$ cat config.mk
export PLATFORM = sky130hd
export DESIGN_NAME = ttb_mul
export DESIGN_NICKNAME = d
export VERILOG_FILES = /design/src/rtl/core/ttb_mul.sv
export SDC_FILE = /design/constraint.sdc
export NUM_CORES = 2
export LEC_CHECK = 0
export BUFFER_PORTS_ARGS = -buffer_cell sky130_fd_sc_hd__buf_2
export CORE_ASPECT_RATIO = 0.75
export CORE_MARGIN = 5
export CORE_UTILIZATION = 31
export CTS_BUF_LIST = sky130_fd_sc_hd__clkbuf_8
export DETAILED_ROUTE_END_ITERATION = 6
export SLEW_MARGIN = 30
export SYNTH_ARGS = -nofsm -noshare
export SYNTH_HDL_FRONTEND = slang
export SYNTH_SLANG_ARGS = --single-unit
$ cat constraint.sdc
create_clock -name clk -period 8.6 [get_ports clk]
set_input_delay 0.86 -clock clk [delete_from_list [all_inputs] [get_ports clk]]
set_output_delay 0.86 -clock clk [all_outputs]
set_load 0.005 [all_outputs]
$ cat src/rtl/core/ttb_mul.sv
`default_nettype none
module ttb_mul #(
  parameter int W = 32
) (
  input  wire logic                  clk,
  input  wire logic signed [W-1:0]   a,
  input  wire logic signed [W-1:0]   b,
  output logic signed [2*W-1:0]      p
);

  always_ff @(posedge clk) begin
    p <= a * b;
  end

endmodule
`default_nettype wire

# After elaboration in Yosys (flattened, before gate mapping)
# Index checks and enable logic that the tools add are counted.
# op_classes
multipliers	1
# op_table
operator	count
multiplier 32 x 32 -> 64 bit	1
# totals
inputBits	65
elab_cells	2
out_inout_bits	64
regBits	64

# Longest topological paths before layout
# logic_depth
word_depth	1
ltp_mapped	28
mapped_depth_nobuf	27

# Least setup slack after synthesis
# OpenSTA, ideal clock, no wires.
# synth_path
kind	in2reg
startpoint	input b[2]
endpoint	register p[62]
arrival_ps	8049
n_path_buf	1
stages	24
setup_slack_ps	479
cell_sequence	clkbuf_1 nand2_1 inv_1 fa_1 fa_1 fa_1 fa_1 inv_1 fa_1 inv_1 fa_1 inv_1 fa_1 inv_1 fa_1 ha_1 and3_1 nand2_1 or3_1 o22a_1 o211ai_1 a31oi_1 o31ai_1 xor2_1
# synth_via
elab_chain_cells	1
# synth_rtl
element	line_no	rtl
start: declaration	7	input wire logic signed [W-1:0] b,
multiplier 32 x 32 -> 64 bit	12	p <= a * b;
end signal: assignment	12	
end: declaration	8	output logic signed [2*W-1:0] p
# No other way between the ends.

# Worst setup path in the final report
# layout_path
startpoint	input b[9]
endpoint	register p[63]
# Same word-level chain as after synthesis.

==> reports/metrics.csv <==
metric,value,unit
finalHoldViolations,0,
synth_flop_cell,dfxtp_1,
post_cts_buffers,0,
synth_area,37200,µm²
hold_depth,3,
io_pins,129,
synth_cells,3884,
min-delay-path-class,input port to register,
worst_pin_slew,0.708,ns
period_minus_slack,8.21,ns
core_area,120000,µm²
cts.path.max_buffers,2,
cp-start-kind,input port,
yosys_register_bits,64,
layout.cells.most_common,fa_1,
grt_usage,17.4,%
grt_pass1_wl,170,mm
maxCapViolations,0,
wire_per_inst,18.9,µm
layout_top_registers,p: 64 flops,
setup_viol,0,
path_clk_slew,0.09,ns
yosysWarnings,0,
largest_reg_flops,64,
critPathMaxFanout,25,
critical_path.endpoint_type,register,
min_to,p[0],
vias,25400,
gp_congestion,0.865,
synth_cell_types,63,
synthArstFlopShare,0,%
required,8.88,ns
dp_hpwl,93.1,mm
slew_headroom,52.8,%
final_layout_size_suffix_gt1_share,7.34,%
grt_pass1_vias,27900,
cts_root_buf,clkbuf_8,
initial_core_util,31.1,%
synth-seq-area-share,3.44,%
viasPerCell,4.59,
path_class,input port to register,
die_h,310,µm
nFillCells,12200,
syn_nets,5215,
avgSynthCellArea,9.59,µm²
grt_max_degree,33,
max_flop_register,p,
antenna_left,0,
io_buffers,128,
cp-startpoint,b[9],
cts_made_buffers,9,
firstDrtPassIters,6,
h-tree-depth,3,
drc,0,
grt-ovfl-total,0,
finalSetupTns,0,ns
die_w,410,µm
dieArea,127000,µm²
antenna_found_initial,10,
finalCritPeriodShare,95.4,%
clkSinkCount,64,
worstPathArrival,8.49,ns
tritoncts,done,
rows,110,
status,"complete, no violations",
finalNetCount,5279,
layout_common_cells,"fa_1, inv_1, and2_1, nand2_1, ha_1",
maxSlewViolCount,0,
wirelength,105,mm
drtIter0Drc,1780,
rsz0062_at_grt,false,
area_growth,8.21,%
synth_edf_count,0,
fmax,122,MHz
worstHoldStart,a[0],
critical path: stages:
cell and delay, ns:
buf_2 0.46, nand2_1 0.16, fa_1 0.52, inv_1 0.05
fa_1 0.55, inv_1 0.06, fa_1 0.50, fa_1 0.59
inv_1 0.08, fa_1 0.73, fa_1 0.48, fa_1 0.51
inv_1 0.06, fa_1 0.48, inv_1 0.05, ha_1 0.28
buf_4 0.16, nand2_1 0.12, o21ai_0 0.20, o21ai_0 0.30
a31oi_1 0.18, o2bb2ai_1 0.18, a311oi_1 0.49, o31ai_1 0.14
a21oi_1 0.19, xnor2_1 0.08
logic make-up (layout without fill, tap and decap cells):
kind of cell             after synthesis  after routing  share of synthesized area (%)
AND/OR/NAND/NOR                     1134           1134                           15.4
other                                  0              8                              0
AO/OA/AOI/OAI                        193            193                           3.46
XOR/XNOR                              75             75                           1.76
buffers and inverters               1152           1221                           11.6
flip-flops                            64             64                           3.44
adder cells (fa/ha/maj)             1266           1266                           64.3
cells in the mapped netlist, drive strengths merged (15+ instances only):
cell / n / share of area (%)
xor2: 22 / 0.52
clkbuf: 195 / 2.0
inv: 952 / 9.6
ha: 184 / 6.2
dfxtp: 64 / 3.4
fa: 1082 / 58
a21oi: 68 / 0.91
o21ai: 31 / 0.44
a21o: 25 / 0.51
and2: 516 / 8.7
nand2: 511 / 5.2
nor2: 42 / 0.42
o21bai: 15 / 0.30
nand3: 15 / 0.20
xnor2: 53 / 1.2
timing repair:
action,in CTS,in global routing
gates resized for setup,0,1
hold endpoints to repair,0,0
endpoints found under the setup margin,0,1
hold buffers,0,0
final cells by class:
class / instances / area (µm²) / area share, %
Multi-Input combinational cell: 2668 / 31600 / 78.5
Inverter: 952 / 3570 / 8.87
Tap cell: 1568 / 1960 / 4.87
Timing Repair Buffer: 253 / 1630 / 4.05
Sequential cell: 64 / 1280 / 3.18
Clock buffer: 11 / 151 / 0.376
Clock inverter: 5 / 47.5 / 0.118
Antenna cell: 8 / 20.0 / 0.0497
routing by layer:
metal	GRT usage [%]	vias up	part of all wire (%)
met3	6.35	51	11
met4	3.10	2	1.3
met2	22.6	973	38
met1	27.2	13200	49
li1	-	11200	-
met5	0	-	0.012
worst max path at each step:
stage	endpoint	slack, ns	cells past startpoint
after floorplan	p[62]	0.48	24
after global placement	p[60]	0.02	26
after detailed placement	p[60]	0.02	26
after global routing	p[60]	0.03	26
final	p[63]	0.39	26
after CTS	p[60]	0.47	26
stage by stage:
stage | hold slack [ns] | utilization, % | cells | setup slack (ns) | area [µm²]
detailed placement | 1.24 | 33.5 | 5505 | 0.0247 | 40100
global route | 0.977 | 33.7 | 5527 | 0.0270 | 40300
CTS | 0.924 | 33.7 | 5521 | 0.468 | 40300
global placement | 1.24 | 33.5 | 5505 | 0.0193 | 40100
floorplan | 0.987 | - | 3884 | 0.479 | 37200
finish | 1.01 | 33.7 | 5529 | 0.393 | 40300
Power is not shown: default switching activity piles up to over one toggle a cycle in this logic, so the estimate is an artifact.
