$ cat config.mk
export PLATFORM = sky130hd
export DESIGN_NAME = ttb_div
export DESIGN_NICKNAME = d
export VERILOG_FILES = /design/src/rtl/core/ttb_div.sv
export SDC_FILE = /design/constraint.sdc
export NUM_CORES = 1
export LEC_CHECK = 0
export BUFFER_PORTS_ARGS = -buffer_cell sky130_fd_sc_hd__buf_4
export CORE_MARGIN = 2
export CORE_UTILIZATION = 51
export CTS_BUF_LIST = sky130_fd_sc_hd__clkbuf_16
export DETAILED_ROUTE_END_ITERATION = 8
export PLACE_DENSITY_LB_ADDON = 0.3
export SYNTH_ARGS = -nofsm -noshare
export SYNTH_HDL_FRONTEND = slang
export SYNTH_SLANG_ARGS = --single-unit
export TNS_END_PERCENT = 50
$ cat constraint.sdc
create_clock -name clk -period 4.3 [get_ports clk]
set_input_delay 0.215 -clock clk [delete_from_list [all_inputs] [get_ports clk]]
set_output_delay 0.215 -clock clk [all_outputs]
set_load 0.02 [all_outputs]
$ cat src/rtl/core/ttb_div.sv
`default_nettype none
module ttb_div #(
  parameter int NW = 45,
  parameter int DW = 31
) (
  input  wire logic            clk,
  input  wire logic            rst,
  input  wire logic            start,
  input  wire logic [NW-1:0]   dividend,
  input  wire logic [DW-1:0]   divisor,
  output logic                 done,
  output logic [NW-1:0]        quotient
);

  localparam int CW = $clog2(NW + 1);

  logic [NW-1:0] num;
  logic [DW-1:0] den;
  logic [DW-1:0] rem;
  logic [CW-1:0] cnt;
  logic          busy;
  logic [DW:0]   trial;
  logic          qbit;

  // Restoring long division: one quotient bit a cycle, shifted into num.
  assign trial    = {rem, num[NW-1]};
  assign qbit     = (trial >= {1'b0, den});
  assign quotient = num;

  always_ff @(posedge clk) begin
    if (rst) begin
      busy <= 1'b0;
      done <= 1'b0;
    end else begin
      done <= 1'b0;
      if (start) begin
        num  <= dividend;
        den  <= divisor;
        rem  <= '0;
        cnt  <= '0;
        busy <= 1'b1;
      end else if (busy) begin
        if (qbit) begin
          rem <= DW'(trial - {1'b0, den});
        end else begin
          rem <= trial[DW-1:0];
        end
        num <= {num[NW-2:0], qbit};
        cnt <= cnt + CW'(1);
        if (cnt == CW'(NW - 1)) begin
          busy <= 1'b0;
          done <= 1'b1;
        end
      end
    end
  end

endmodule
`default_nettype wire

* Word level (Yosys, flattened, before mapping)
Cells that the tools add are included.
** Cells by class
- Muxes and demuxes :: 9
- Eq/ne operators :: 1
- $mul :: 0
- Divide/modulo/power cells :: 0
- Magnitude comparators :: 1
- Bitwise gates (word level) :: 2
- $add $sub $neg :: 2
- Reductions and logical operators :: 4
- Shift operators :: 0
** Operators by type and width (count)
- $mux 45 :: 2
- $mux 31 :: 2
- $ge 32x31->1 :: 1
- $sub 31x31->31 :: 1
- $add 6x1->6 const B :: 1
- $eq 6x6->1 const B :: 1
- $mux 6 :: 1
- $mux 1 :: 4
- $reduce_and 2->1 :: 2
- $reduce_or 3->1 :: 1
- $not 1->1 :: 2
- $reduce_bool 2->1 :: 1
** Storage, ports and cells
- Bits in writable memories :: 0
- Logic and storage cells :: 25
- Register bits :: 115
- Input bits :: 79
- Bits in latches :: 0
- Memory bits (read-only) :: 0
- Memories :: 0

* Depth between registers and ports, before layout
Gate-level depths: netlist of run 1.
- Depth in word-level cells :: 4
- Mapped depth :: 13

* Worst setup path after synthesis of run 1
Ideal clock, no wire load.
- Path kind :: input to register
- Start :: input start
- End :: register cnt[0], enable pin
- Stages :: 4
- Path slack :: -0.421 ns
- Arrival time :: 4.195 ns
- Data required time :: 3.773 ns
- Cells stage by stage :: clkbuf_1 clkbuf_8 nor2_1 nor2_1
** On the way
- Longest elaborated chain between the ends :: 2
** Ends and longest elaborated chain
- from (decl) :: RTL line 8 : input wire logic start,
- $reduce_bool 2->1 (no source line)
- $reduce_and 2->1 (no source line)
- to (signal assigned) :: RTL line 49 : cnt <= cnt + CW'(1);
- to (decl) :: RTL line 20 : logic [CW-1:0] cnt;
No other way between the ends.
A chain may end at the register's enable or synchronous reset.

* Worst setup path after layout of run 1
- Start :: register num[44] (netlist: quotient[44])
- End :: register rem[13] (data pin)
** On the way
- Longest elaborated chain between the ends :: 3
- Elaborated cells between the ends (all ways) :: 4
** Ends and longest elaborated chain
- from (decl) :: RTL line 17 : logic [NW-1:0] num;
- from (signal assigned) :: RTL line 37 : num <= dividend;
- from (signal assigned) :: RTL line 48 : num <= {num[NW-2:0], qbit};
- $sub 31x31->31 / $ge 32x31->1 (equally long branches) :: RTL line 44, 27
- $mux 31 * :: RTL line 43 : if (qbit) begin
- $mux 31 * :: RTL line 42 : end else if (busy) begin
- to (signal assigned) :: RTL line 44 : rem <= DW'(trial - {1'b0, den});
- to (signal assigned) :: RTL line 46 : rem <= trial[DW-1:0];
- to (decl) :: RTL line 19 : logic [DW-1:0] rem;
Mark *: on every way between the ends. The rest lies on a longest branch, timed or not. The select of a mux whose other input is x is not followed.

==> results of run 1 <==
==> sequential cells by signal (all words and copies together), names as in the netlist <==
register / count
rem: 31
done: 1
cnt: 6
quotient: 45
den: 31
busy: 1
==> power breakdown <==
part / internal [mW] / total (mW) / switching [mW]
logic: 0.385 / 0.872 / 0.487
clock network: 0.844 / 1.35 / 0.509
registers: 1.35 / 1.40 / 0.0464
==> worst max-delay path: cells and delay by family, from the launching register on <==
family | cells | cell delay, ps
AOI/OAI and AO/OA | 6 | 1540
adders and majority gates | 2 | 610
buffers and inverters | 2 | 420
DFF | 1 | 370
and+or+nand+nor | 2 | 270
==> final timing paths <==
kind,startpoint,endpoint,depth (start not counted)
setup / recovery,quotient[44],rem[13],12
hold reg to reg,busy,done,1
setup reg to reg,quotient[44],rem[13],12
hold / removal,dividend[40],quotient[40],2
==> area by class of cell <==
cell class | instances | share of cell area
clock buffer | 17 | 0.0501
clock inverter | 15 | 0.0167
inverter | 40 | 0.0177
multi-input combinational | 394 | 0.333
sequential | 115 | 0.405
tap | 172 | 0.0254
timing repair buffer | 160 | 0.152
==> through the flow <==
stage / power, mW / hold WS, ps / util
detailed placement: 2.26 / 394 / 0.605
finish: 3.63 / 94.7 / 0.675
CTS: 3.65 / 83.9 / 0.675
global route: 3.80 / 89.8 / 0.675
floorplan: 2.04 / 292 / -
global placement: 2.24 / 393 / 0.605
==> per-layer routing <==
metal | global-route usage | vias up | share of wire
met5 | 0 | - | 0
met2 | 0.364 | 168 | 0.48
met3 | 0.0817 | 6 | 0.076
met4 | 0.0617 | 0 | 0.0074
li1 | - | 2446 | -
met1 | 0.280 | 2372 | 0.44
==> synthesized netlist by cell type, drive strengths merged (6+ instances only) <==
cell type | instances | area share
edfxtp | 113 | 0.52
nand2 | 60 | 0.034
a21oi | 53 | 0.042
mux2 | 45 | 0.077
inv | 40 | 0.023
ha | 33 | 0.063
nor2 | 31 | 0.018
a21o | 20 | 0.023
o21ai | 15 | 0.011
buf | 12 | 0.012
clkbuf | 12 | 0.013
xnor2 | 12 | 0.016
nand3 | 10 | 0.0076
xor2 | 10 | 0.013
nand4 | 9 | 0.0086
o21a | 8 | 0.0092
a211oi | 6 | 0.0069
nor2b | 6 | 0.0057
or3 | 6 | 0.0057
==> repair_timing <==
action | 4_1_cts | 5_1_grt
gates resized for setup | 0 | 0
endpoints found under the hold margin | 32 | 0
hold buffers | 32 | 0
==> cell families (layout without fill, tap and decap cells) <==
kind of cell,Yosys count,count (layout),share of synthesized area
fa+ha+maj,34,34,0.0660
compound gates,138,138,0.139
simple gates,154,154,0.116
buf+inv,64,232,0.0475
flops,115,115,0.523
mux,46,46,0.0788
xor+xnor,22,22,0.0294
==> impl_metrics.tcl, run 1 <==
set metrics [dict create \
    viasPerCell 5.47 \
    pre_cts_ws_ps 933 \
    ys_types 63 \
    ir_drop_v 0.000297 \
    grt_pass1_vias 5218 \
    cp_slowest_cell "a21oi_2" \
    cts_tree "done" \
    rsz0062_at_grt "false" \
    route.vias.total 4992 \
    start_kind "flip-flop" \
    leakage_nw 3.52 \
    grt_pass1_wl_um 24900 \
    avgRoutedWirePerCell_um 16.1 \
    power_density_nw_per_um2 427 \
    cap_violations 0 \
    critical_path_class "reg2reg" \
    place_area_um2 7600 \
    gp_congestion 0.903 \
    diodes 0 \
    root_buffer "clkbuf_16" \
    numPortBuffers 124 \
    critPathMaxStageDelay_ps 450 \
    crit_fanout 22 \
    cts.path.max_buffers 2 \
    htreeDepth 4 \
    synthCells 573 \
    die_area_um2 13800 \
    first_iter_violations 304 \
    rows 41 \
    start_util 0.522 \
    ios 125 \
    core_area_um2 12600 \
    relSlewSlack 0.301 \
    stdcell_count 913 \
    final_net_count 841 \
    regArea_um2 3430 \
    cts.sinks 115 \
    hold_class "in2reg" \
    drive_above_1_share 0.290 \
    drc 0 \
    synth_flop_cell "edfxtp_1" \
    worst_ep_arrival_time_ps 3620 \
    final-hold-violation-count 0 \
    nFillCells 950 \
    worstPathRequired_ps 4520 \
    reg2reg_slack_ps 900 \
    antenna_found_initial 0 \
    clkLatencyLatePin_ps 420 \
    dp_cells 849 \
    synthArstFlopShare 0 \
    tns_ps 0 \
    syn_area_um2 6560 \
    synth_seq_cells 115 \
    grt_util_all_layers 0.223 \
    yosysSeqAreaShare 0.523 \
    finalMaxSlewViolations 0 \
    area_growth_pct 29.3 \
    overflow 0 \
    cts_made_buffers 17 \
    wl_um 14700 \
    post_cts_buffers 0 \
    drt.antenna.violating_nets 0 \
    finalClockSkew_ps 22.5 \
    period_share 0.790 \
    final_common_cell "buf_4" \
    multi_input_area_um2 2830 \
    period_needed_ps 3400 \
    die_w_um 117 \
    finalWorstSetupSlack_ps 902 \
    first_pass_iters 5 \
    syn_nets 686 \
    crit_path_end_kind "flip-flop" \
    hpwl_um 10100 \
    tightest_slew_ps 1050 \
    path_clk_slew_ps 60 \
    stdcell_area_um2 8490 \
    ys_warn_count 0 \
    die_y_um 117 \
    grt_max_degree 91 \
    synth.avg_cell_area_um2 11.5 \
    cp_cell_sequence "inv_1 > ha_1 > fa_1 > nand2b_1 > a21o_1 > a21oi_1 > o21ai_1 > a211o_1 > a21oi_2 > buf_4 > nor2_1 > a211oi_1" \
    synth_edf_count 113 \
    fmax_mhz 294 \
    status "completed" \
    layout_common_cells "buf_4 (127), edfxtp_1 (113), nand2_1 (60)" \
    setup_viol 0 \
]
(Power assumes the default switching activity.)
==> inputs of run 2 (changes only) <==
--- a/config.mk
+++ b/config.mk
@@ -7,7 +7,7 @@
 export LEC_CHECK = 0
 export BUFFER_PORTS_ARGS = -buffer_cell sky130_fd_sc_hd__buf_4
 export CORE_MARGIN = 2
-export CORE_UTILIZATION = 51
+export CORE_UTILIZATION = 56
 export CTS_BUF_LIST = sky130_fd_sc_hd__clkbuf_16
 export DETAILED_ROUTE_END_ITERATION = 8
 export PLACE_DENSITY_LB_ADDON = 0.3
==> constraint.sdc (replaced) <==
create_clock -name clk -period 3.42 [get_ports clk]
set_input_delay 0.171 -clock clk [delete_from_list [all_inputs] [get_ports clk]]
set_output_delay 0.171 -clock clk [all_outputs]
set_load 0.02 [all_outputs]
==> run 2 against run 1 <==
Via count rose by 0.64%; register-to-register slack got worse by 640 ps; worst hold slack got worse by 44 ps; critical path type unchanged; critical endpoint is now rem[16].
==> impl_metrics.tcl, run 2 (synthesis results as in run 1) <==
set metrics [dict create \
    multi_input_area_um2 2830 \
    pre_cts_ws_ps 304 \
    period_share 0.922 \
    largest_reg_flops 45 \
    antenna_found_initial 0 \
    p_sw_mw 1.35 \
    relSlewSlack 0.481 \
    worst_ep_arrival_time_ps 3420 \
    crit_top_cell "a21oi_1" \
    nFillCells 775 \
    cts_tree "done" \
    first_iter_violations 282 \
    core_area_um2 11400 \
    hpwl_um 10400 \
    rows 39 \
    regArea_um2 3430 \
    critPathMaxStageDelay_ps 420 \
    die_w_um 112 \
    final_net_count 846 \
    cp_top_family "compound AO/OA/AOI/OAI gates" \
    period_needed_ps 3150 \
    gp_congestion 0.890 \
    worstPathRequired_ps 3690 \
    layout_common_cells "buf_4 (132), edfxtp_1 (113), nand2_1 (60)" \
    power_density_nw_per_um2 558 \
    route.vias.total 5024 \
    tightest_slew_ps 779 \
    setup_viol 0 \
    cp_cell_sequence "inv_1 > ha_1 > fa_1 > nand2b_1 > a21o_1 > a21oi_1 > o21ai_1 > a211o_1 > a21o_2 > or3_1 > a21oi_1" \
    fmax_mhz 317 \
    drt.antenna.violating_nets 0 \
    diodes 0 \
    cts_resized 0 \
    finalWorstSetupSlack_ps 266 \
    p_seq_frac 0.370 \
    finalMaxSlewViolations 0 \
    final-hold-violation-count 0 \
    cts.path.max_buffers 2 \
    ios 125 \
    status "completed" \
    cts_made_buffers 17 \
    combPwrFrac 0.236 \
    numPortBuffers 124 \
    cts.sinks 115 \
    finalClockSkew_ps 10.2 \
    netSwitchingFraction 0.283 \
    grt_pass1_wl_um 25400 \
    area_growth_pct 30.1 \
    tns_ps 0 \
    rsz0062_at_grt "false" \
    die_area_um2 12600 \
    clock_power_share 0.394 \
    crit_fanout 21 \
    leakage_nw 3.57 \
    cap_violations 0 \
    ir_drop_v 0.000500 \
    cp_slowest_cell "or3_1" \
    overflow 0 \
    start_kind "flip-flop" \
    grt_util_all_layers 0.258 \
    grt_max_degree 84 \
    path_clk_slew_ps 50 \
    grt_pass1_vias 5172 \
    critical_path_class "reg2reg" \
    root_buffer "clkbuf_16" \
    clkLatencyLatePin_ps 430 \
    viasPerCell 5.65 \
    crit_path_end_kind "flip-flop" \
    p_int_mw 3.41 \
    wl_um 15600 \
    drive_above_1_share 0.295 \
    htreeDepth 4 \
    first_pass_iters 5 \
    avgRoutedWirePerCell_um 17.5 \
    start_util 0.575 \
    path_buf_inv 1 \
    hold_class "in2reg" \
    drc 0 \
    final_common_cell "buf_4" \
    die_y_um 112 \
]
-- run 2: timing repair --
action / CTS / global route
setup endpoints to repair: 0 / 0
buffers inserted: 0 / 0
hold buffers: 32 / 0
hold endpoints to repair: 32 / 0
-- run 2: path summary, 6_finish.rpt --
path / startpoint / end / slack, ps / depth (start not counted)
worst max register to register: quotient[44] / rem[16] / 270 / 11
worst min-delay path: dividend[2] / quotient[2] / 50 / 2
worst max-delay path: quotient[44] / rem[16] / 270 / 11
worst min register to register: busy / done / 520 / 1
-- run 2: cell type report --
type                       instances  area share
tap                              143      0.0210
clock buffer                      17      0.0498
timing repair buffer             165       0.156
multi-input combinational        394       0.331
clock inverter                    15      0.0224
inverter                          40      0.0176
sequential                       115       0.402
-- run 2: per-layer routing --
metal | vias up | share of wire | track usage | routed length [um]
li1 | 2457 | - | - | -
met1 | 2361 | 0.41 | 0.305 | 6370
met2 | 187 | 0.50 | 0.435 | 7730
met3 | 19 | 0.078 | 0.0918 | 1220
met4 | 0 | 0.016 | 0.0935 | 250
met5 | - | 0 | 0 | 0
-- run 2: power by group through the flow --
| stage | combinational (mW) | clock (mW) | sequential (mW) |
|---|---|---|---|
| global route | 1.24 | 1.96 | 1.77 |
| detailed placement | 1.07 | 0 | 1.79 |
| global placement | 1.04 | 0 | 1.78 |
| floorplan | 0.749 | 0 | 1.82 |
| finish | 1.12 | 1.88 | 1.76 |
| CTS | 1.12 | 1.89 | 1.76 |
-- run 2: metrics by stage --
step,total power [mW],std cells,hold WS (ps),instance area [um^2],utilization
global route,4.97,889,34.4,8540,0.748
CTS,4.77,889,35.6,8540,0.748
detailed placement,2.86,825,350,7600,0.666
finish,4.76,889,51.0,8540,0.748
global placement,2.83,825,349,7600,0.666
floorplan,2.57,573,248,6560,-
==> inputs of run 3 (changes only) <==
--- a/config.mk
+++ b/config.mk
@@ -6,8 +6,9 @@
 export NUM_CORES = 1
 export LEC_CHECK = 0
 export BUFFER_PORTS_ARGS = -buffer_cell sky130_fd_sc_hd__buf_4
+export CORE_ASPECT_RATIO = 1.1
 export CORE_MARGIN = 2
-export CORE_UTILIZATION = 56
+export CORE_UTILIZATION = 29
 export CTS_BUF_LIST = sky130_fd_sc_hd__clkbuf_16
 export DETAILED_ROUTE_END_ITERATION = 8
 export PLACE_DENSITY_LB_ADDON = 0.3
==> run 3 against run 2 <==
Combinational power about the same; sequential share of layout area decreased by 0.81 points; clock skew decreased by 0.77 ps.
==> impl_metrics.tcl, run 3 (synthesis results as in run 1) <==
set metrics [dict create \
    tns_ps 0 \
    critical_path_class "reg2reg" \
    hold_class "in2reg" \
    root_buffer "clkbuf_16" \
    period_share 0.912 \
    fmax_mhz 321 \
    wl_um 16200 \
    worst_ep_arrival_time_ps 3400 \
    ios 125 \
    worstPathRequired_ps 3700 \
    largest_reg_flops 45 \
    first_pass_iters 4 \
    htreeDepth 4 \
    p_seq_frac 0.371 \
    final-hold-violation-count 0 \
    die_w_um 147 \
    power_density_nw_per_um2 544 \
    finalMaxSlewViolations 0 \
    layout_common_cells "buf_4 (130), edfxtp_1 (113), nand2_1 (60)" \
    drt.antenna.violating_nets 0 \
    final_net_count 844 \
    hold_slack_ps 48.5 \
    final_common_cell "buf_4" \
    route.vias.total 4940 \
    crit_fanout 27 \
    setup_viol 0 \
    path_clk_slew_ps 70 \
    viasPerCell 4.75 \
    cts.path.max_buffers 2 \
    overflow 0 \
    cts.sinks 115 \
    dp_cells 975 \
    stdcell_count 1039 \
    diodes 0 \
    top_layer_used "met4" \
    nFillCells 2225 \
    relSlewSlack 0.348 \
    clock_power_share 0.392 \
    finalClockSkew_ps 9.46 \
    combPwrFrac 0.237 \
    antenna_found_initial 0 \
    ir_drop_v 0.000373 \
    gp_congestion 0.803 \
    wl_met2_um 7550 \
    drive_above_1_share 0.297 \
    final_util 0.393 \
    start_kind "flip-flop" \
    core_area_um2 22200 \
    grt_pass1_wl_um 26000 \
    tightest_slew_ps 976 \
    crit_path_end_kind "flip-flop" \
    period_needed_ps 3120 \
    start_util 0.296 \
    die_y_um 162 \
    clkLatencyLatePin_ps 420 \
    dr_wl_met3_um 1100 \
    cts_tree "done" \
    p_sw_mw 1.38 \
    avgRoutedWirePerCell_um 15.6 \
    grt_util_all_layers 0.139 \
    hpwl_um 11200 \
    netSwitchingFraction 0.292 \
    p_int_mw 3.35 \
    area_growth_pct 32.8 \
    status "completed" \
    rows 57 \
    first_iter_violations 303 \
    die_area_um2 23800 \
    met1_length_um 7340 \
    numPortBuffers 124 \
    drc 0 \
    rsz0062_at_grt "false" \
    leakage_nw 3.55 \
    grt_max_degree 64 \
    power_mw 4.74 \
    cap_violations 0 \
    grt_pass1_vias 5094 \
    cts_made_buffers 17 \
]
[run 3: path summary, 6_finish.rpt]
| path | slack (ps) | cells after the start | end | from |
|---|---|---|---|---|
| worst max-delay path | 300 | 11 | rem[27] | quotient[44] |
| worst min-delay path | 50 | 2 | quotient[16] | dividend[16] |
| worst max register to register | 300 | 11 | rem[27] | quotient[44] |
| worst min register to register | 490 | 1 | done | busy |
[run 3: power by group through the flow]
stage               logic, mW  clock network, mW  registers [mW]
finish                   1.12               1.86            1.76
global placement         1.09                  0            1.79
global route             1.25               1.96            1.77
floorplan               0.749                  0            1.82
CTS                      1.13               1.90            1.76
detailed placement       1.09                  0            1.78
[run 3: metrics by stage]
step | worst slack, ps | cell area, um^2
after CTS | 200 | 8710
after detailed placement | 223 | 7780
after global placement | 290 | 7780
final | 300 | 8710
after floorplan | 181 | 6560
after global routing | 67.9 | 8710
[run 3: final cells by class]
| class | instances | area, um^2 | area share |
|---|---|---|---|
| clock buffers | 17 | 425 | 0.0488 |
| clock inverters | 15 | 181 | 0.0208 |
| inverters | 40 | 150 | 0.0172 |
| multi-input cells | 394 | 2840 | 0.326 |
| flip-flops and latches | 115 | 3430 | 0.394 |
| well taps | 295 | 369 | 0.0424 |
| repair buffers | 163 | 1320 | 0.151 |
[run 3: routing by layer]
layer | vias to the layer above | GRT usage
met1 | 2323 | 0.170
li1 | 2457 | -
met5 | - | 0
met3 | 13 | 0.0469
met2 | 147 | 0.227
met4 | 0 | 0.0524
[run 3: worst max-delay path: stages (launching register included)]
cell and delay [ps]:
edfxtp_1 360, inv_1 50, ha_1 220, fa_1 380
nand2b_1 200, a21o_1 220, a21oi_1 180, o21ai_1 150
a211o_1 310, a21o_4 320, or4_1 500, nand3_1 80
[run 3: repair_timing]
item / 4_1_cts / 5_1_grt
setup buffers: 0 / 0
resized for setup: 0 / 1
hold buffers: 32 / 0
hold endpoints to repair: 32 / 0
endpoints found under the setup margin: 0 / 3
