## src/rtl/core/ttb_isqrt.sv

```systemverilog
`default_nettype none
module ttb_isqrt #(
  parameter int SW = 62
) (
  input  wire logic            clk,
  input  wire logic            rst,
  input  wire logic            start,
  input  wire logic [SW-1:0]   radicand,
  output logic                 done,
  output logic [SW/2-1:0]      root
);

  localparam int ITER = SW / 2;
  localparam int CW   = $clog2(ITER + 1);

  logic [SW-1:0] s;
  logic [SW-1:0] res;
  logic [SW-1:0] bitv;
  logic [CW-1:0] cnt;
  logic          busy;
  logic [SW-1:0] trial;

  assign trial = res + bitv;
  assign root  = res[SW/2-1:0];

  always_ff @(posedge clk) begin
    if (rst) begin
      busy <= 1'b0;
      done <= 1'b0;
    end else begin
      done <= 1'b0;
      if (start) begin
        s    <= radicand;
        res  <= '0;
        bitv <= SW'(1) << (SW - 2);
        cnt  <= '0;
        busy <= 1'b1;
      end else if (busy) begin
        if (s >= trial) begin
          s   <= s - trial;
          res <= (res >> 1) + bitv;
        end else begin
          res <= res >> 1;
        end
        bitv <= bitv >> 2;
        cnt  <= cnt + CW'(1);
        if (cnt == CW'(ITER - 1)) begin
          busy <= 1'b0;
          done <= 1'b1;
        end
      end
    end
  end

endmodule
`default_nettype wire

```

## config.mk

```make
export PLATFORM = sky130hd
export DESIGN_NAME = ttb_isqrt
export DESIGN_NICKNAME = d
export VERILOG_FILES = /design/src/rtl/core/ttb_isqrt.sv
export SDC_FILE = /design/constraint.sdc
export NUM_CORES = 1
export LEC_CHECK = 0
export BUFFER_PORTS_ARGS = -buffer_cell sky130_fd_sc_hd__buf_2
export CAP_MARGIN = 15
export CELL_PAD_IN_SITES_DETAIL_PLACEMENT = 1
export CELL_PAD_IN_SITES_GLOBAL_PLACEMENT = 2
export CORE_MARGIN = 3
export CORE_UTILIZATION = 39
export CTS_CLUSTER_SIZE = 12
export DETAILED_ROUTE_END_ITERATION = 7
export PLACE_DENSITY = 0.91
export SYNTH_ARGS = -nofsm -noshare
export SYNTH_HDL_FRONTEND = slang
export SYNTH_SLANG_ARGS = --single-unit
```

## constraint.sdc

```tcl
create_clock -name clk -period 17.35 [get_ports clk]
set_input_delay 3.47 -clock clk [delete_from_list [all_inputs] [get_ports clk]]
set_output_delay 3.47 -clock clk [all_outputs]
set_load 0.005 [all_outputs]
```

After elaboration in Yosys (flattened, before gate mapping) --
Index checks and enable logic that the tools add are counted. Widths: inputs -> output; s select.
Operators by class: equality and inequality tests 1, order comparisons 1, reduce and logical (&&, ||, !) cells 5, $add $sub $neg 4, muxes and demuxes 11, bitwise logic cells 2
Operator list (count):
- $mux 62 | 5
- $add 61x61->62 | 1
- $add 62x61->62 | 1
- $ge 62x62->1 | 1
- $sub 62x62->62 | 1
- $mux 61 | 1
- $add 5x1->5 const B | 1
- $eq 5x5->1 const B | 1
- $mux 5 | 1
- $mux 1 | 4
- $reduce_bool 2->1 | 2
- $reduce_and 3->1 | 1
- $reduce_or 3->1 | 1
- $not 1->1 | 2
- $reduce_and 2->1 | 1
Storage, ports and cells: input bits 65, output and inout bits 32, register bits 162

Logic depth before layout (Yosys ltp) --
Gate-level depths: netlist (run 1).
word-level depth 5, mapped depth 25, depth with buffers taken out 21

Worst setup path before layout (run 1) --
OpenSTA, ideal clock, no wires.
path type input-to-reg, from input start, to register s[0], enable pin, buffers on the path 2, library setup time 0.577 ns, data arrival time 12.941 ns, setup slack 3.832 ns, cell stages on the path 5, cell sequence clkbuf_1 > clkbuf_1 > nor2_1 > nor2_1 > a21boi_0
On the way: cells in the longest elaborated chain, start to end 2
RTL lines:
- from (decl) | line 7 | input wire logic start,
- $reduce_bool 2->1 (no source line)
- $reduce_and 3->1 (no source line) (*)
- to (signal assigned) | line 33 | s <= radicand;
- to (signal assigned) | line 40 | s <= s - trial;
- to (decl) | line 16 | logic [SW-1:0] s;
Mark *: on every way between the ends. The rest lies on a longest branch, timed or not. A chain may end at the register's enable or synchronous reset.

Worst setup path after layout (run 1) --
from register res[6], to register s[18], enable pin
On the way: cells in the longest elaborated chain, start to end 4
RTL lines:
- from (decl) | line 17 | logic [SW-1:0] res;
- from (signal assigned) | line 41 | res <= (res >> 1) + bitv;
- from (signal assigned) | line 43 | res <= res >> 1;
- $add 62x61->62 | line 23 | assign trial = res + bitv;
- $ge 62x62->1 | line 39 | if (s >= trial) begin
- $reduce_bool 2->1 (no source line)
- $reduce_and 3->1 (no source line)
No other way between the ends.

==> run_results.csv, run 1 <==
group,metric,value,unit
timing,max_freq,132,MHz
critical_path,critPathBufInv,1,
timing,grt_setup_unrepaired,"false",
timing,timing.setup.tns,0,ns
clock_tree,cts_post_setup_buffers_inserted,0,
placed_design,pre_cts_slack,9.85,ns
global_route,first_global_vias,14500,
route,route.detailed.vias_per_inst,6.03,
yosys,synth_area_per_cell,8.36,µm²
yosys,synth.yosys.warnings,0,
route,via_total_after_detailed_routing,14500,
critical_path,max_stage_delay,0.73,ns
die,floorplan.die.height,207,µm
yosys,syn-num-nets,2073,
yosys,synth_top_cell_area_share,30.6,%
yosys,synthesis.area,15700,µm²
timing,slew-limit-headroom,38.2,%
global_route,grt.overflow.total,0,
timing,tightestPinTransition,0.928,ns
die,floorplan_core_area,39200,µm²
die,floorplan.rows,72,
route,route.antenna.remaining_nets,0,
placed_design,buffer_ports.inserted,96,
power,peakVddDrop,0.0509,mV
die,effective_utilization_at_floorplan,40.1,%
clock_tree,cts_repair_resize_count,0,
yosys,ys_seq_area_share,30.9,%
final_layout,layout-area-overhead-vs-synth,7.48,%
timing,min_period,7.55,ns
critical_path,crit_type,"reg2reg",
clock_tree,cts.sinks,162,
timing,setup_viol,0,
timing,fin_ws,9.80,ns
critical_path,worstPathMaxFanout,62,
yosys,ys_seq_elements,162,
yosys,synth_most_common_cell,"sky130_fd_sc_hd__nand2_1",
final_layout,layout-drive-gt1-share,8.99,%
route,post_detailed_route_wirelength_per_cell,21.3,µm
die,die_area,42700,µm²
die,io-pin-count,97,
clock_tree,inserted_clock_buffers,17,
yosys,syn_inst,1879,
yosys,async_flop_share,0,%
final_layout,nNetsFinal,2074,
global_route,number_of_antenna_violations_at_the_first_check_in_global_routing,0,
critical_path,critPathArrivalTime,7.63,ns
yosys,synthDominantAreaCellType,"sky130_fd_sc_hd__edfxtp_1",
placed_design,finalWeightedCongestion,0.901,
power,cellLeakagePower,6.34,nW
critical_path,critPathSlowestCell,"sky130_fd_sc_hd__buf_4",
timing,report.final.hold_viol_count,0,
clock_tree,insertion_delay,0.47,ns
clock_tree,path_clk_slew,0.07,ns
critical_path,worst_setup_path_start_kind,"flop",
clock_tree,cts.path.max_buffers,2,
yosys,synthFlopType,"sky130_fd_sc_hd__edfxtp_1",
timing,timing.clock.skew,0.0128,ns
die,die_w,207,µm
placed_design,dpl_wire_length,39.4,mm
status,result_of_the_run,"finished clean",
critical_path,required,17.43,ns
global_route,grt_pass1_wl,80.5,mm
final_layout,antenna_cells_inserted,0,
final_layout,nFillCells,4707,
clock_tree,htreeDepth,4,
critical_path,setup.worst_path.end_class,"flop",
route,detailed_router_s_first_iteration_violation_count,949,
clock_tree,cell_at_the_root_of_the_clock_tree,"sky130_fd_sc_hd__clkbuf_16",
critical_path,crit_path_max_delay_family,"compound AO/OA/AOI/OAI gates",
timing,hold-worst-slack,0.481,ns
worst_hold_path,hold_class,"reg2reg",
yosys,synth.cells.most_frequent,"sky130_fd_sc_hd__nand2_1 (205), sky130_fd_sc_hd__edfxtp_1 (160), sky130_fd_sc_hd__o21ai_0 (147), sky130_fd_sc_hd__nor2_1 (142), sky130_fd_sc_hd__a21oi_1 (137)",
route,wirelength,51.2,mm
timing,drv_slew,0,
yosys,synth_cell_type_count,79,
yosys,top_post_synthesis_cells_by_area,"sky130_fd_sc_hd__edfxtp_1 (31%), sky130_fd_sc_hd__ha_1 (10%), sky130_fd_sc_hd__nand2_1 (4.9%)",
clock_tree,cts_tree,"done",
global_route,grtUsageTotal,23.8,%
timing,portion_of_the_clock_cycle_consumed_by_the_worst_path_in_the_final_layout,43.5,%
yosys,synth_edf_count,160,
critical_path,crit_path_cell_trace,"ha_1 > nand4_1 > o21ai_0 > a211oi_1 > o21ai_0 > a21oi_1 > o211ai_1 > a21oi_1 > a2111oi_0 > o31ai_1 > ha_1 > nand4_1 > or2_2 > or3_1 > o31ai_2 > or3_1 > nand2_1 > a21boi_4 > buf_4",
clock_tree,cts.hold.buffers_added,0,
power,power_per_cell_area,105,nW/µm²
job,max_cap_violations,0,
route,remaining_drc_errors,0,
global_route,grt_max_degree,92,
route,drt_first_pass_iters,5,
worst paths after layout:
kind	endpoint	cells past startpoint	startpoint	slack (ns)
worst min-delay path	done$_SDFF_PP0_	1	busy$_SDFF_PP0_	0.48
worst max register to register	s[18]$_DFFE_PP_	19	res[6]$_SDFFCE_PP0P_	9.80
worst min register to register	done$_SDFF_PP0_	1	busy$_SDFF_PP0_	0.48
worst max-delay path	s[18]$_DFFE_PP_	19	res[6]$_SDFFCE_PP0P_	9.80
stage by stage:
step / power [mW] / area (µm²) / std cells / util [%]
5_1_grt: 1.90 / 16900 / 2410 / 43.1
2_1_floorplan: 1.17 / 15700 / 1879 / -
3_5_place_dp: 1.39 / 16300 / 2379 / 41.7
3_3_place_gp: 1.36 / 16300 / 2379 / 41.7
6_report: 1.78 / 16900 / 2410 / 43.1
4_1_cts: 1.78 / 16900 / 2410 / 43.1
state kept, by name, indices dropped and copies added (netlist names):
register  flops
res          62
cnt           5
done          1
busy          1
s            62
bitv         31
cell families (layout without fill, tap and decap cells):
kind of cell	after synthesis	in the layout	synth area share, %
simple gates	653	653	20.2
compound gates	616	616	25.6
buf+inv	179	192	5.15
flops	162	162	30.9
xor+xnor	134	134	7.47
fa+ha+maj	129	129	10.3
mux	6	6	0.406
per-layer routing:
layer  vias to the layer above  GRT usage, %  part of all wire, %
met4                         0          7.03                  2.3
li1                       7001             -                    -
met2                       333          38.3                   46
met3                        57          2.68                  4.1
met1                      7132          33.9                   48
met5                         -             0                    0
layout by cell type (no fill, tap or decap), types with 56 or more instances in the layout:
cell	instances
sky130_fd_sc_hd__nand2_1	205
sky130_fd_sc_hd__edfxtp_1	160
sky130_fd_sc_hd__o21ai_0	147
sky130_fd_sc_hd__nor2_1	141
sky130_fd_sc_hd__a21oi_1	137
sky130_fd_sc_hd__ha_1	128
sky130_fd_sc_hd__buf_2	95
sky130_fd_sc_hd__xor2_1	74
sky130_fd_sc_hd__a31oi_1	62
sky130_fd_sc_hd__xnor2_1	60
sky130_fd_sc_hd__inv_1	57
sky130_fd_sc_hd__nand4_1	56
layout make-up:
| cell class | count | area (µm²) | area share, % |
|---|---|---|---|
| multi-input cells | 1538 | 10100 | 59.7 |
| flip-flops and latches | 162 | 4840 | 28.7 |
| well taps | 518 | 648 | 3.84 |
| repair buffers | 104 | 547 | 3.24 |
| clock buffers | 18 | 429 | 2.54 |
| inverters | 57 | 214 | 1.27 |
| clock inverters | 13 | 128 | 0.756 |
power breakdown:
| part | switching [mW] | total [mW] | internal [mW] |
|---|---|---|---|
| registers | 0.0531 | 0.551 | 0.498 |
| clock network | 0.182 | 0.381 | 0.199 |
| logic | 0.530 | 0.846 | 0.316 |
| total | 0.765 | 1.78 | 1.01 |
Note: power is estimated with default switching activity, not from simulation.
==> run 2: changes to the inputs <==
Settings changed: CORE_UTILIZATION 39 to 35, PLACE_DENSITY 0.91 to 0.87.
Clock period 17.35 ns to 6.79 ns, I/O delays scaled along.
==> run 2 against run 1 <==
Compared with the run above:
- critical path depth is 2 higher
- cell count is 3.2% higher
- first-iteration DRC count is 11% lower
- combinational power grew to 2.6 times the previous value
- hold slack better by 0.010 ns
- register-to-register slack worse by 9.3 ns
- die area is 11% higher
- sequential power grew to 2.5 times the previous value
- critical endpoint is now res[60]$_SDFFCE_PP0P_
==> run_results.csv, run 2 (synthesis results as in run 1) <==
group,metric,value,unit
clock_tree,cts_tree,"done",
placed_design,finalWeightedCongestion,0.892,
critical_path,crit_path_frequent_cell,"sky130_fd_sc_hd__nand4_1",
critical_path,setup.worst_path.end_class,"flop",
timing,report.final.hold_viol_count,0,
critical_path,crit_type,"reg2reg",
placed_design,buffer_ports.inserted,96,
worst_hold_path,hold_class,"reg2reg",
placed_design,dpl_wire_length,40.3,mm
timing,min_period,6.34,ns
global_route,grt_max_degree,102,
critical_path,worstPathMaxFanout,24,
critical_path,reg2reg_depth,21,
final_layout,final-seq-area,4840,µm²
timing,slew-limit-headroom,31.7,%
route,detailed_router_s_first_iteration_violation_count,848,
power,power_per_cell_area,269,nW/µm²
die,floorplan.die.height,218,µm
critical_path,critPathBufInv,1,
critical_path,critical_path.startpoint,"res[10]$_SDFFCE_PP0P_",
global_route,first_global_vias,14800,
clock_tree,path_clk_slew,0.07,ns
timing,timing.setup.tns,0,ns
critical_path,logic_depth_of_the_worst_path_buffers_included,21,
final_layout,most-common-layout-cells,"sky130_fd_sc_hd__nand2_1 (204), sky130_fd_sc_hd__edfxtp_1 (160), sky130_fd_sc_hd__nor2_1 (141), sky130_fd_sc_hd__o21ai_0 (141), sky130_fd_sc_hd__a21oi_1 (137)",
critical_path,worst_setup_path_start_kind,"flop",
die,floorplan_core_area,43700,µm²
job,max_cap_violations,0,
die,effective_utilization_at_floorplan,35.9,%
critical_path,max_stage_delay,0.58,ns
global_route,grtUsageTotal,22.2,%
power,total_power,4.62,mW
route,drt_first_pass_iters,4,
route,via_total_after_detailed_routing,14600,
final_layout,layout-drive-gt1-share,10.0,%
route,remaining_drc_errors,0,
timing,fin_ws,0.450,ns
clock_tree,insertion_delay,0.50,ns
critical_path,rr_startpoint,"res[10]$_SDFFCE_PP0P_",
power,peakVddDrop,0.190,mV
placed_design,pre_cts_slack,0.0702,ns
global_route,grt.overflow.total,0,
final_layout,final_util,39.3,%
final_layout,footprint_of_the_multi_input_gates,10200,µm²
timing,setup_viol,0,
timing,grt_setup_unrepaired,"false",
final_layout,design_area,17200,µm²
final_layout,layout-area-overhead-vs-synth,9.35,%
critical_path,reg2reg_to,"res[60]$_SDFFCE_PP0P_",
route,post_detailed_route_wirelength_per_cell,20.9,µm
critical_path,crit_path_end,"res[60]$_SDFFCE_PP0P_",
power,cellLeakagePower,6.45,nW
placed_design,placed_area,16600,µm²
clock_tree,inserted_clock_buffers,17,
final_layout,nFillCells,5258,
final_layout,mostFrequentLayoutCell,"sky130_fd_sc_hd__nand2_1",
global_route,grt_pass1_wl,82.8,mm
critical_path,critPathSlowestCell,"sky130_fd_sc_hd__edfxtp_1",
die,io-pin-count,97,
route,route.antenna.remaining_nets,0,
route,route.detailed.vias_per_inst,5.87,
critical_path,critPathArrivalTime,6.57,ns
final_layout,antenna_cells_inserted,0,
timing,drv_slew,0,
critical_path,r2r_slack,0.45,ns
timing,timing.clock.skew,0.0141,ns
final_layout,nNetsFinal,2084,
die,floorplan.rows,76,
timing,portion_of_the_clock_cycle_consumed_by_the_worst_path_in_the_final_layout,93.4,%
timing,tightestPinTransition,1.02,ns
critical_path,required,7.02,ns
die,die_w,218,µm
clock_tree,cts.path.max_buffers,2,
clock_tree,cell_at_the_root_of_the_clock_tree,"sky130_fd_sc_hd__clkbuf_16",
clock_tree,cts.sinks,162,
final_layout,biggestRegsByFlops,"res (62), s (62), bitv (31)",
global_route,number_of_antenna_violations_at_the_first_check_in_global_routing,0,
clock_tree,htreeDepth,4,
die,die_area,47400,µm²
clock_tree,cts_post_setup_buffers_inserted,0,
critical_path,crit_path_max_delay_family,"compound AO/OA/AOI/OAI gates",
route,wirelength,52.1,mm
critical_path,crit_path_cell_trace,"ha_4 > nand4_1 > a21o_1 > o21a_1 > o41a_1 > o21ai_0 > a21oi_1 > o21ai_1 > a311oi_1 > xor2_1 > ha_1 > nand4_1 > nor4_4 > nand4_1 > o31ai_4 > a2111oi_2 > o2111ai_4 > nand2_4 > buf_4 > a2111oi_0 > a211oi_1",
status,result_of_the_run,"finished clean",
timing,max_freq,158,MHz
==> run 2: cell count changes in the layout (fill, tap and decap cells not counted), moves of 2 or more <==
cell                         before  now
sky130_fd_sc_hd__o21ai_1          2    8
sky130_fd_sc_hd__clkinvlp_4       6    1
sky130_fd_sc_hd__buf_4            8   17
sky130_fd_sc_hd__ha_4             0    3
sky130_fd_sc_hd__inv_8            0    2
sky130_fd_sc_hd__ha_1           128  125
sky130_fd_sc_hd__o21ai_0        147  141
sky130_fd_sc_hd__clkinv_4         1    3
==> run 2: repair_timing <==
action,CTS,global route
pin swaps,0,0
setup endpoints to repair,1,1
gates resized for setup,1,3
hold buffers,0,0
cloned,0,0
==> run 2: layout make-up <==
cell class	instances	share of cell area, %
flip-flops and latches	162	28.2
inverters	57	1.25
multi-input cells	1538	59.2
well taps	585	4.26
clock inverters	14	0.838
repair buffers	114	3.69
clock buffers	18	2.50
==> run 2: layer usage <==
metal	up-vias	share of wire (%)	global-route usage, %
met5	-	0	0
met4	0	2.7	6.98
met3	55	4.0	4.15
met2	277	45	35.2
met1	7228	48	30.5
li1	7047	-	-
==> run 2: through the flow <==
step,instances,hold slack [ns]
5_1_grt,2488,0.511
3_3_place_gp,2456,0.467
4_1_cts,2488,0.499
6_report,2488,0.491
3_5_place_dp,2456,0.484
2_1_floorplan,1879,0.453
==> run 2: worst min-delay path by stage <==
stage / to / depth (start not counted) / start / slack (ns)
finish: done$_SDFF_PP0_ / 1 / busy$_SDFF_PP0_ / 0.49
detailed placement: done$_SDFF_PP0_ / 1 / busy$_SDFF_PP0_ / 0.48
global route: done$_SDFF_PP0_ / 1 / busy$_SDFF_PP0_ / 0.51
global placement: done$_SDFF_PP0_ / 1 / busy$_SDFF_PP0_ / 0.47
CTS: done$_SDFF_PP0_ / 1 / busy$_SDFF_PP0_ / 0.50
floorplan: done$_SDFF_PP0_ / 1 / busy$_SDFF_PP0_ / 0.45
==> run 2: worst register-to-register path: stages, from the launching register on <==
cell and delay [ns]:
sky130_fd_sc_hd__edfxtp_1 0.58, sky130_fd_sc_hd__ha_4 0.39, sky130_fd_sc_hd__nand4_1 0.11, sky130_fd_sc_hd__a21o_1 0.19
sky130_fd_sc_hd__o21a_1 0.23, sky130_fd_sc_hd__o41a_1 0.45, sky130_fd_sc_hd__o21ai_0 0.30, sky130_fd_sc_hd__a21oi_1 0.19
sky130_fd_sc_hd__o21ai_1 0.35, sky130_fd_sc_hd__a311oi_1 0.17, sky130_fd_sc_hd__xor2_1 0.17, sky130_fd_sc_hd__ha_1 0.44
sky130_fd_sc_hd__nand4_1 0.35, sky130_fd_sc_hd__nor4_4 0.43, sky130_fd_sc_hd__nand4_1 0.21, sky130_fd_sc_hd__o31ai_4 0.30
sky130_fd_sc_hd__a2111oi_2 0.10, sky130_fd_sc_hd__o2111ai_4 0.18, sky130_fd_sc_hd__nand2_4 0.17, sky130_fd_sc_hd__buf_4 0.25
sky130_fd_sc_hd__a2111oi_0 0.42, sky130_fd_sc_hd__a211oi_1 0.08
==> run 2: power by group <==
part | leakage (nW) | total (mW) | switching (mW) | internal [mW]
registers | 1.56 | 1.40 | 0.132 | 1.27
logic | 4.61 | 2.21 | 1.38 | 0.834
clock network | 0.281 | 1.00 | 0.486 | 0.516
total | 6.45 | 4.62 | 2.00 | 2.62
==> run 3: changes to the inputs <==
Settings changed: RECOVER_POWER set to 50.
==> run 3 against run 2 <==
Compared with the run above:
- the run now ends with max-capacitance violations, max-slew violations left
- critical endpoint unchanged
- register-to-register slack better by 0.02 ns
- die area stayed put
- largest cell class unchanged
- sequential power is essentially flat
- clock skew about the same
- wire length is essentially flat
- critical path depth is the same
- non-clock buffer count unchanged
- cell count unchanged
==> run_results.csv, run 3 (synthesis results as in run 1) <==
group,metric,value,unit
status,result_of_the_run,"finished with violations",
status,violations_in_the_final_reports,"max-capacitance violations, max-slew violations",
clock_tree,cts_tree,"done",
timing,hold-worst-slack,0.490,ns
placed_design,place_inst,2456,
critical_path,reg2reg_depth,21,
die,effective_utilization_at_floorplan,35.9,%
power,power_per_cell_area,270,nW/µm²
final_layout,antenna_cells_inserted,0,
clock_tree,cell_at_the_root_of_the_clock_tree,"sky130_fd_sc_hd__clkbuf_16",
critical_path,crit_type,"reg2reg",
timing,max_freq,158,MHz
timing,timing.clock.skew,0.0143,ns
route,via_total_after_detailed_routing,14600,
final_layout,layout-drive-gt1-share,8.83,%
timing,portion_of_the_clock_cycle_consumed_by_the_worst_path_in_the_final_layout,93.1,%
die,io-pin-count,97,
global_route,first_global_vias,14800,
critical_path,worst_setup_path_start_kind,"flop",
power,total_power,4.62,mW
critical_path,r2r_slack,0.47,ns
route,post_detailed_route_wirelength_per_cell,20.9,µm
power,peakVddDrop,0.189,mV
final_layout,nNetsFinal,2084,
timing,min_period,6.32,ns
critical_path,critPathArrivalTime,6.55,ns
route,detailed_router_s_first_iteration_violation_count,856,
power,cellLeakagePower,6.37,nW
die,floorplan_core_area,43700,µm²
clock_tree,cts.sinks,162,
clock_tree,cts.path.max_buffers,2,
worst_hold_path,hold_class,"reg2reg",
route,remaining_drc_errors,0,
die,floorplan.rows,76,
critical_path,worstPathMaxFanout,24,
worst_hold_path,worst_hold_startpoint,"busy$_SDFF_PP0_",
global_route,number_of_antenna_violations_at_the_first_check_in_global_routing,0,
worst_hold_path,hold_path_end,"done$_SDFF_PP0_",
timing,report.final.hold_viol_count,0,
timing,grt_setup_unrepaired,"false",
placed_design,dpl_wire_length,40.3,mm
route,route.antenna.remaining_nets,0,
final_layout,layout.cells.non_filler,2488,
route,route.detailed.vias_per_inst,5.86,
final_layout,most-common-layout-cells,"sky130_fd_sc_hd__nand2_1 (204), sky130_fd_sc_hd__edfxtp_1 (160), sky130_fd_sc_hd__nor2_1 (141), sky130_fd_sc_hd__o21ai_0 (141), sky130_fd_sc_hd__a21oi_1 (137)",
worst_hold_path,worst_hold_path.num_cells,1,
timing,drv_slew,313,
final_layout,mostFrequentLayoutCell,"sky130_fd_sc_hd__nand2_1",
die,die_w,218,µm
global_route,grt_max_degree,102,
clock_tree,insertion_delay,0.50,ns
global_route,grt.overflow.total,0,
clock_tree,htreeDepth,4,
global_route,grt_pass1_wl,82.8,mm
final_layout,biggestRegsByFlops,"res (62), s (62), bitv (31)",
clock_tree,path_clk_slew,0.07,ns
timing,slew-limit-headroom,-146,%
critical_path,setup.worst_path.end_class,"flop",
clock_tree,cts.hold.buffers_added,0,
timing,tightestPinTransition,3.68,ns
clock_tree,inserted_clock_buffers,17,
timing,setup_viol,0,
route,drt_first_pass_iters,4,
job,max_cap_violations,5,
placed_design,finalWeightedCongestion,0.892,
die,die_area,47400,µm²
critical_path,rr_startpoint,"res[10]$_SDFFCE_PP0P_",
die,floorplan.die.height,218,µm
final_layout,layout-area-overhead-vs-synth,8.99,%
critical_path,reg2reg_to,"res[60]$_SDFFCE_PP0P_",
global_route,grtUsageTotal,22.2,%
route,wirelength,52.1,mm
critical_path,required,7.02,ns
placed_design,buffer_ports.inserted,96,
==> run 3: area by class of cell <==
class                      instances  area, µm²
tap                              585        732
inverter                          57        214
fill                            5258      26600
clock inverter                    14        144
timing repair buffer             114        577
sequential                       162       4840
clock buffer                      18        429
multi-input combinational       1538      10200
==> run 3: stage by stage <==
| step | area [µm²] | TNS [ns] | setup slack [ns] | util (%) |
|---|---|---|---|---|
| after floorplan | 15800 | -176.12 | -2.84 | - |
| after global placement | 16600 | 0 | 0.177 | 37.9 |
| after detailed placement | 16600 | 0 | 0.0702 | 37.9 |
| after CTS | 17200 | 0 | 0.185 | 39.2 |
| after global routing | 17100 | 0 | 0.0136 | 39.1 |
| final | 17100 | 0 | 0.471 | 39.1 |
==> run 3: what timing repair did <==
action | 4_1_cts | 5_1_grt
resized for setup | 1 | 3
cloned | 0 | 0
endpoints found under the setup margin | 1 | 1
buffers inserted | 0 | 0
==> run 3: how the worst max path moves through the flow <==
stage | startpoint | end | slack, ns | cells past startpoint
after CTS | res[10]$_SDFFCE_PP0P_ | res[60]$_SDFFCE_PP0P_ | 0.18 | 21
final | res[10]$_SDFFCE_PP0P_ | res[60]$_SDFFCE_PP0P_ | 0.47 | 21
after global routing | res[6]$_SDFFCE_PP0P_ | res[60]$_SDFFCE_PP0P_ | 0.01 | 22
after detailed placement | res[10]$_SDFFCE_PP0P_ | res[60]$_SDFFCE_PP0P_ | 0.07 | 21
after floorplan | res[10]$_SDFFCE_PP0P_ | s[0]$_DFFE_PP_ | -2.84 | 23
after global placement | res[10]$_SDFFCE_PP0P_ | res[60]$_SDFFCE_PP0P_ | 0.18 | 21
==> run 3: critical path, stage by stage (launching register included) <==
cell	delay, ns
sky130_fd_sc_hd__edfxtp_1	0.58
sky130_fd_sc_hd__ha_4	0.39
sky130_fd_sc_hd__nand4_1	0.11
sky130_fd_sc_hd__a21o_1	0.19
sky130_fd_sc_hd__o21a_1	0.23
sky130_fd_sc_hd__o41a_1	0.45
sky130_fd_sc_hd__o21ai_0	0.30
sky130_fd_sc_hd__a21oi_1	0.19
sky130_fd_sc_hd__o21ai_1	0.34
sky130_fd_sc_hd__a311oi_1	0.17
sky130_fd_sc_hd__xor2_1	0.17
sky130_fd_sc_hd__ha_1	0.43
sky130_fd_sc_hd__nand4_1	0.35
sky130_fd_sc_hd__nor4_4	0.43
sky130_fd_sc_hd__nand4_1	0.20
sky130_fd_sc_hd__o31ai_4	0.31
sky130_fd_sc_hd__a2111oi_2	0.10
sky130_fd_sc_hd__o2111ai_4	0.18
sky130_fd_sc_hd__nand2_4	0.17
sky130_fd_sc_hd__buf_4	0.25
sky130_fd_sc_hd__a2111oi_0	0.42
sky130_fd_sc_hd__a211oi_1	0.08
==> run 3: report_power, final <==
| part | total (mW) | switching [mW] | leakage [nW] | internal, mW |
|---|---|---|---|---|
| Clock | 1.00 | 0.485 | 0.281 | 0.516 |
| Sequential | 1.41 | 0.132 | 1.56 | 1.27 |
| Combinational | 2.21 | 1.38 | 4.53 | 0.831 |
==> run 3: routing by layer <==
layer | GRT usage [%] | wire, µm | vias to the layer above
met5 | 0 | 0 | -
met4 | 6.98 | 1420 | 0
met2 | 35.2 | 23600 | 259
met1 | 30.5 | 25000 | 7211
li1 | - | - | 7044
met3 | 4.15 | 2050 | 55
